$ cat src/design/brlr_pkg.sv
// Shared types, codes and constants for the byte ring with lookahead read.
package brlr_pkg;

    localparam int DEPTH_DEF = 1024;
    localparam int MAX_MSG_C = 256;

    localparam logic [1:0] OP_START = 2'd0;
    localparam logic [1:0] OP_WBYTE = 2'd1;
    localparam logic [1:0] OP_RBYTE = 2'd2;

    typedef struct packed {
        logic [1:0] operation;
        logic [8:0] message_length;
        logic [7:0] write_data;
        logic       from_lookahead;
    } in_item_t;

    typedef struct packed {
        logic [7:0] read_data;
        logic       read_valid;
        logic       write_granted;
        logic       byte_stored;
        logic [9:0] readable_count;
        logic [9:0] lookahead_count;
        logic [9:0] free_space;
    } out_item_t;

    typedef enum logic [1:0] {
        ST_IDLE,
        ST_EXEC,
        ST_FINISH
    } state_t;

    typedef struct packed {
        logic capture;
        logic execute;
        logic publish;
    } cmd_t;

endpackage

$ cat src/design/brlr_ctrl.sv
// Controller state machine: input and output handshakes and datapath commands.
module brlr_ctrl (
    input  logic          clk,
    input  logic          rst_n,
    input  logic          in_valid,
    output logic          in_stall,
    output logic          out_valid,
    input  logic          out_stall,
    output brlr_pkg::cmd_t cmd
);
    import brlr_pkg::*;

    state_t state_reg, state_next;
    logic   out_valid_reg, out_valid_next;

    always_ff @(posedge clk or negedge rst_n)
    begin
        if (!rst_n)
        begin
            state_reg     <= ST_IDLE;
            out_valid_reg <= 1'b0;
        end
        else
        begin
            state_reg     <= state_next;
            out_valid_reg <= out_valid_next;
        end
    end

    always_comb
    begin
        state_next     = state_reg;
        cmd            = '0;
        out_valid_next = out_valid_reg && out_stall;
        unique case (state_reg)
            ST_IDLE:
            begin
                if (in_valid)
                begin
                    cmd.capture = 1'b1;
                    state_next  = ST_EXEC;
                end
            end
            ST_EXEC:
            begin
                cmd.execute = 1'b1;
                state_next  = ST_FINISH;
            end
            ST_FINISH:
            begin
                // load the output register once the previous result has left
                if (!out_valid_reg || !out_stall)
                begin
                    cmd.publish    = 1'b1;
                    out_valid_next = 1'b1;
                    state_next     = ST_IDLE;
                end
            end
            default:
            begin
                state_next = ST_IDLE;
            end
        endcase
    end

    assign in_stall  = (state_reg != ST_IDLE);
    assign out_valid = out_valid_reg;

    a_exec_then_finish: assert property (@(posedge clk) disable iff (!rst_n)
        (state_reg == ST_EXEC) |=> (state_reg == ST_FINISH))
        else $error("execute step not followed by finish");

    a_rise_from_finish: assert property (@(posedge clk) disable iff (!rst_n)
        $rose(out_valid_reg) |-> ($past(state_reg) == ST_FINISH))
        else $error("result appeared outside finish");

    a_publish_slot_free: assert property (@(posedge clk) disable iff (!rst_n)
        cmd.publish |-> (!out_valid_reg || !out_stall))
        else $error("result overwritten while stalled");

endmodule

$ cat config.mk
export PLATFORM = sky130hd
export DESIGN_NAME = brlr_ctrl
export DESIGN_NICKNAME = d
export VERILOG_FILES = /design/src/design/brlr_pkg.sv /design/src/design/brlr_ctrl.sv
export SDC_FILE = /design/constraint.sdc
export NUM_CORES = 1
export LEC_CHECK = 0
export BUFFER_PORTS_ARGS = -buffer_cell sky130_fd_sc_hd__buf_2
export CAP_MARGIN = 20
export CORE_AREA = 2 2 39 41
export DETAILED_ROUTE_END_ITERATION = 16
export DIE_AREA = 0 0 41 43
export PLACE_DENSITY = 0.34
export SETUP_SLACK_MARGIN = 0.5
export SLEW_MARGIN = 10
export SYNTH_ARGS = -nofsm -noshare
export SYNTH_HDL_FRONTEND = slang
export SYNTH_SLANG_ARGS = --single-unit
$ cat constraint.sdc
create_clock -name clk -period 1.2 [get_ports clk]
set_clock_uncertainty 0.1 [all_clocks]
set_input_delay 0.18 -clock clk [delete_from_list [all_inputs] [get_ports clk]]
set_output_delay 0.18 -clock clk [all_outputs]
set_load 0.05 [all_outputs]
Yosys cells after proc, flatten, opt, wreduce, memory -nomap -nowiden. Index checks and enable logic that the tools add are counted.

Bits in registers: 3. Input port bits: 4. Output and inout bits: 5. Word-level logic and storage cells: 23.

Equality and inequality tests: 4. Mux-type cells: 10. Reduce and logical (&&, ||, !) cells: 7.

Operators by type and width (count): 2-to-1 mux 1 bit (7); case mux 2 bit (3 select lines) (1); 2-to-1 mux 2 bit (2); != test 2 bit (second input constant) (2); == test 2 x 1 -> 1 bit (second input constant) (1); == test 2 bit (second input constant) (1); logical NOT 1 bit (2); logical NOT 2 bit (1); AND reduction 2 bit (1); nonzero test 2 bit (1); logical AND 1 bit (1); logical OR 1 bit (1).

Longest topological paths before layout. Gate-level depths: netlist of the first run.

Depth in word-level cells: 4. Mapped depth: 2. Gate-level depth less buffers: 2.

Worst setup path before layout of the first run. OpenSTA, ideal clock, no wires.

Path type: flip-flop to output port. Start: reg state_reg[1]. End: out cmd[2] (netlist bit). Arrival: 1.532 ns. Required time: 0.920 ns. Path slack: -0.612 ns. Cell stages (with the launch flop): 3. Path buffers: 0. Path through: dfrtp_1 -> or2_1 -> nor2_1.

RTL lines: start: declaration (line brlr_ctrl.sv:13) `state_t state_reg, state_next;`; start signal: assignment (line brlr_ctrl.sv:25) `state_reg <= state_next;`; end: declaration (line brlr_ctrl.sv:9) `output brlr_pkg::cmd_t cmd`.

==> impl_metrics.csv, run 1 <==
group,metric,value,unit
floorplan,rows,14,
sta,fin_ws,-0.212,ns
route,drt_iter0_drc,2,
sta,setup_viol,4,
global_routing,grt_pass1_vias,153,
setup_path,arrival,1.13,ns
global_routing,antenna_found_initial,0,
synth,synthSimpleGateAreaFrac,25.5,%
sta,tightestPinTransition,0.247,ns
clocking,tritoncts,"built",
final_layout,nFillCells,156,
global_routing,grt_util_all_layers,7.14,%
clocking,cts_num_sinks,3,
sta,final_max_slew_viol_count,0,
final_layout,regArea,76.3,µm²
clocking,htree_num_levels,1,
route,ant_nets,0,
power_and_ir_drop,power,835,µW
power_and_ir_drop,power.density,2770,mW/mm²
global_routing,grt-ovfl-total,0,
power_and_ir_drop,vdd_drop_max,841,µV
final_layout,antenna_cells,0,
final_layout,final_cell_mix,"4 x buf_2, 4 x buf_6, 3 x clkbuf_4",
floorplan,dieWidth,41,µm
route,drt_wl_total,414,µm
floorplan,core,0.00138,mm²
route,drc,0,
power_and_ir_drop,power_leakage,0.000144,µW
synth,synth-warning-count,0,
run_status,status,"finished, violations left",
clocking,cts_buffer_depth,2,
final_layout,utilization,21.8,%
sta,timing.fmax,708,MHz
setup_path,crit_end,"cmd[2]",
route,wl_met3,56,µm
setup_path,r2r_slack,0.21,ns
global_routing,grt_start_max_net_pins,4,
sta,hold_viol_final,0,
synth,muxShareOfSynthArea,0,%
floorplan,dieArea,0.00176,mm²
route,top_layer_used,"met3",
final_layout,largest_reg_flops,2,
clocking,numCtsBuffers,3,
run_status,failed_checks,"negative setup slack",
setup_path,setup.worst_path.start_class,"flop",
setup_path,path_max_fanout,3,
setup_path,crit_start,"state_reg[1]",
synth,synth_cells,14,
sta,rsz0062_at_grt,"true",
clocking,clk_pin_slew,0.04,ns
floorplan,start_util,9.58,%
job,max_cap_viol_count,0,
synth,synth_top_family_by_area,"simple AND/OR/NAND/NOR gates",
setup_path,required,0.92,ns
placement,place.gp.congestion,0.509,
floorplan,fp.dieH,43,µm
synth,synth_area,133,µm²
route,wire_per_inst,9.41,µm
global_routing,grt_pass1_wl,676,µm
synth,synth_compound_area_share,9.43,%
synth,ys_seq_area_share,56.6,%
sta,finalCriticalPeriod,1.41,ns
final_layout,multi_input_area,77.6,µm²
placement,port_buffers,8,
route,vias,140,
final_layout,final_nets,33,
setup_path,end_kind,"output pin",
floorplan,io_pins,9,
synth,synth-xor-area-share,0,%
synth,synth_area_per_cell,9.47,µm²
route,firstDrtPassIters,2,
clocking,clkLatencyLatePin,0.24,ns
final_layout,area_growth,127,%
synth,synthAdderAreaFrac,0,%
synth,synth_cell_types,10,
setup_path,crit_type,"flop to output pin",
sta,slew_headroom,83.6,%
synth,synth-seq-cells,3,
hold_path,hold_path_class,"primary input to flop",
synth,syn_nets,18,
route,met1_length,184,µm
route,wl_met2,172,µm
setup_path,rr_startpoint,"state_reg[1]",
clocking,root_buffer,"clkbuf_4",
setup_path,crit-reg2reg-capture,"state_reg[1]",
final_layout,drive_gt1_share,67.9,%
route,viasPerCell,3.18,
sta,finalCritPeriodShare,118,%
setup_path,r2r_cells,4,
==> cell type report <==
type	instances	share of cell area, %
Clock buffer	4	8.71
Inverter	1	1.24
Multi-Input combinational cell	9	25.7
Sequential cell	3	25.3
Tap cell	16	6.64
Timing Repair Buffer	11	32.4
==> synth_stat cells <==
| cell | count | area share (%) |
|---|---|---|
| nor2_1 | 2 | 5.7 |
| inv_1 | 1 | 2.8 |
| o21bai_1 | 1 | 5.7 |
| nor2b_1 | 1 | 4.7 |
| buf_4 | 1 | 5.7 |
| a21oi_1 | 1 | 3.8 |
| nand2b_1 | 1 | 4.7 |
| or2_1 | 1 | 4.7 |
| nand2_1 | 2 | 5.7 |
| dfrtp_1 | 3 | 57 |
==> worst max-delay path, stage by stage (launching register included) <==
cell,delay (ns)
dfrtp_1,0.38
or2_4,0.28
nor2_4,0.08
buf_6,0.16
==> how the worst min path moves through the flow <==
stage                    to  startpoint  slack [ns]  depth (start not counted)
5_1_grt        state_reg[0]    in_valid        0.11                          3
3_3_place_gp   state_reg[1]       rst_n       -0.12                          1
6_report       state_reg[0]    in_valid         0.1                          3
2_1_floorplan     out_valid       rst_n       -0.22                          0
4_1_cts        state_reg[0]    in_valid        0.10                          3
3_5_place_dp   state_reg[1]       rst_n       -0.12                          1
==> what timing repair did <==
action                                 CTS  global route
endpoints found under the hold margin    3             0
hold buffers                             1             0
buffers inserted                         0             0
cloned                                   0             0
setup endpoints to repair                8             8
gates resized for setup                 11             1
pin swaps                                2             2
==> stage by stage <==
stage          area [µm²]  instances  hold slack, ns  TNS [ns]  setup WS, ns
2_1_floorplan         155         14          -0.216   -0.0791       -0.0791
3_3_place_gp          223         39          -0.123   -0.0486       -0.0486
3_5_place_dp          223         39          -0.117   -0.0687       -0.0562
4_1_cts               298         44           0.104    -0.710        -0.212
5_1_grt               302         44           0.108    -0.841        -0.251
6_report              302         44          0.0970    -0.706        -0.212
==> power by group <==
| part | switching, µW | internal [µW] | total (µW) |
|---|---|---|---|
| sequential | 36.1 | 137 | 173 |
| clock | 60.0 | 125 | 185 |
| combinational | 286 | 191 | 477 |
==> per-layer routing <==
layer  up-vias  track usage (%)
li1         69                -
met1        62             5.83
met2         9             8.13
met3         0             6.28
met4         0             10.0
met5         -                0
==> logic make-up (layout without fill, tap and decap cells) <==
| kind of cell | Yosys count | in the layout |
|---|---|---|
| AO/OA/AOI/OAI | 2 | 2 |
| flip-flops | 3 | 3 |
| buffers and inverters | 2 | 16 |
| AND/OR/NAND/NOR | 7 | 7 |
Note: power is estimated with default switching activity, not from simulation.
==> run 2: changes to the inputs <==
--- a/config.mk
+++ b/config.mk
@@ -10,7 +10,7 @@
 export CORE_AREA = 2 2 39 41
 export DETAILED_ROUTE_END_ITERATION = 16
 export DIE_AREA = 0 0 41 43
-export PLACE_DENSITY = 0.34
+export PLACE_DENSITY = 0.35
 export SETUP_SLACK_MARGIN = 0.5
 export SLEW_MARGIN = 10
 export SYNTH_ARGS = -nofsm -noshare
==> constraint.sdc (replaced) <==
create_clock -name clk -period 1.18 [get_ports clk]
set_clock_uncertainty 0.1 [all_clocks]
set_input_delay 0.177 -clock clk [delete_from_list [all_inputs] [get_ports clk]]
set_output_delay 0.177 -clock clk [all_outputs]
set_load 0.05 [all_outputs]
==> impl_metrics.csv, run 2 (synthesis results as in run 1) <==
group,metric,value,unit
route,ant_nets,0,
power_and_ir_drop,power.density,2810,mW/mm²
clocking,tritoncts,"built",
sta,hold_slack,0.112,ns
setup_path,setup.worst_path.start_class,"flop",
final_layout,nFillCells,146,
route,vias,144,
clocking,cts_buffer_depth,2,
final_layout,final_nets,32,
setup_path,crit_type,"flop to output pin",
setup_path,r2r_cells,3,
final_layout,final_cell_mix,"4 x buf_2, 3 x clkbuf_4",
clocking,numCtsBuffers,3,
clocking,clk_pin_slew,0.04,ns
placement,port_buffers,8,
global_routing,grt-ovfl-total,0,
floorplan,io_pins,9,
sta,rsz0062_at_grt,"true",
route,wl_met3,53,µm
floorplan,core,0.00138,mm²
sta,fin_ws,-0.214,ns
route,firstDrtPassIters,2,
route,met1_length,164,µm
final_layout,largest_reg_flops,2,
sta,hold_viol_final,0,
clocking,clkLatencyLatePin,0.23,ns
global_routing,antenna_found_initial,0,
power_and_ir_drop,vdd_drop_max,1040,µV
route,wire_per_inst,8.28,µm
setup_path,crit_chain,"or2_4, nor2_4, buf_6",
hold_path,whs_endpoint,"state_reg[0]",
power_and_ir_drop,power_leakage,0.000142,µW
run_status,failed_checks,"negative setup slack",
clocking,root_buffer,"clkbuf_4",
clocking,htree_num_levels,1,
placement,place.gp.congestion,0.538,
setup_path,path_max_fanout,3,
job,max_cap_viol_count,0,
sta,tightestPinTransition,0.246,ns
hold_path,min_from,"in_valid",
global_routing,grt_util_all_layers,6.02,%
placement,place_worst_setup_slack,-0.0770,ns
setup_path,arrival,1.12,ns
sta,finalCritPeriodShare,118,%
route,viasPerCell,3.35,
final_layout,drive_gt1_share,66.7,%
sta,setup_viol,4,
final_layout,antenna_cells,0,
sta,timing.fmax,717,MHz
setup_path,slowest_stage,"dfrtp_1",
route,wl_met2,138,µm
run_status,status,"finished, violations left",
sta,slew_headroom,83.7,%
setup_path,required,0.90,ns
setup_path,r2r_slack,0.21,ns
hold_path,hold_path_depth,3,
floorplan,dieArea,0.00176,mm²
final_layout,layout_commonest_cell,"buf_2",
sta,final_max_slew_viol_count,0,
hold_path,hold_path_class,"primary input to flop",
route,top_layer_used,"met3",
setup_path,rr_startpoint,"state_reg[1]",
setup_path,crit-reg2reg-capture,"state_reg[1]",
final_layout,area_growth,125,%
setup_path,max_stage_delay,0.38,ns
sta,finalCriticalPeriod,1.39,ns
route,drc,0,
floorplan,rows,14,
floorplan,start_util,9.58,%
setup_path,end_kind,"output pin",
floorplan,dieWidth,41,µm
clocking,postCtsSetupBuffers,0,
floorplan,fp.dieH,43,µm
route,drt_wl_total,356,µm
global_routing,grt_start_max_net_pins,4,
global_routing,grt_pass1_vias,152,
global_routing,grt_pass1_wl,614,µm
clocking,cts_num_sinks,3,
route,drt_iter0_drc,3,
run 2: cell types whose count changed in the layout (fill, tap and decap cells not counted):
cell and change:
buf_6 -2, buf_8 +1, nor2b_2 -1, nor2b_4 +1
run 2: worst max-delay path by stage:
stage / startpoint / to / slack [ns] / cells past startpoint
after floorplan: state_reg[0] / cmd[2] / -0.1 / 2
after global placement: state_reg[0] / cmd[2] / -0.07 / 3
after detailed placement: state_reg[0] / cmd[2] / -0.08 / 3
after CTS: state_reg[1] / cmd[2] / -0.23 / 3
after global routing: state_reg[1] / cmd[2] / -0.27 / 3
final: state_reg[1] / cmd[2] / -0.21 / 3
run 2: metrics by stage:
| stage | TNS [ns] | util (%) | power, µW | instances | cell area [µm²] |
|---|---|---|---|---|---|
| after detailed placement | -0.152 | 15.6 | 542 | 38 | 215 |
| after floorplan | -0.0961 | - | 471 | 14 | 155 |
| after CTS | -0.785 | 21.3 | 843 | 43 | 295 |
| final | -0.717 | 21.6 | 839 | 43 | 299 |
| after global placement | -0.102 | 15.6 | 537 | 38 | 215 |
| after global routing | -0.948 | 21.6 | 895 | 43 | 299 |
run 2: area by class of cell:
class,count,area [µm²],share of cell area [%]
timing repair buffer,10,90.1,30.1
multi-input combinational,9,82.6,27.6
sequential,3,76.3,25.5
clock buffer,4,26.3,8.79
tap,16,20.0,6.69
inverter,1,3.75,1.26
run 2: repair_timing:
| item | in CTS | in global routing |
|---|---|---|
| hold buffers | 1 | 0 |
| hold endpoints to repair | 3 | 0 |
| cloned | 0 | 0 |
| resized for setup | 12 | 1 |
| pin swaps | 2 | 0 |
| endpoints found under the setup margin | 8 | 8 |
run 2: report_power, final:
group	switching [µW]	internal, µW	total [µW]
registers	35.1	139	174
clock network	57.6	127	185
logic	290	191	481
total	383	456	839
run 2: critical path: cells and delay by family, from the launching register on:
| family | cells | cell delay [ns] |
|---|---|---|
| buffers and inverters | 1 | 0.16 |
| DFF | 1 | 0.38 |
| and+or+nand+nor | 2 | 0.35 |
run 2: layer usage:
| layer | track usage, % | vias up |
|---|---|---|
| li1 | - | 70 |
| met1 | 6.09 | 63 |
| met2 | 7.19 | 11 |
| met3 | 7.85 | 0 |
| met4 | 2.00 | 0 |
| met5 | 0 | - |
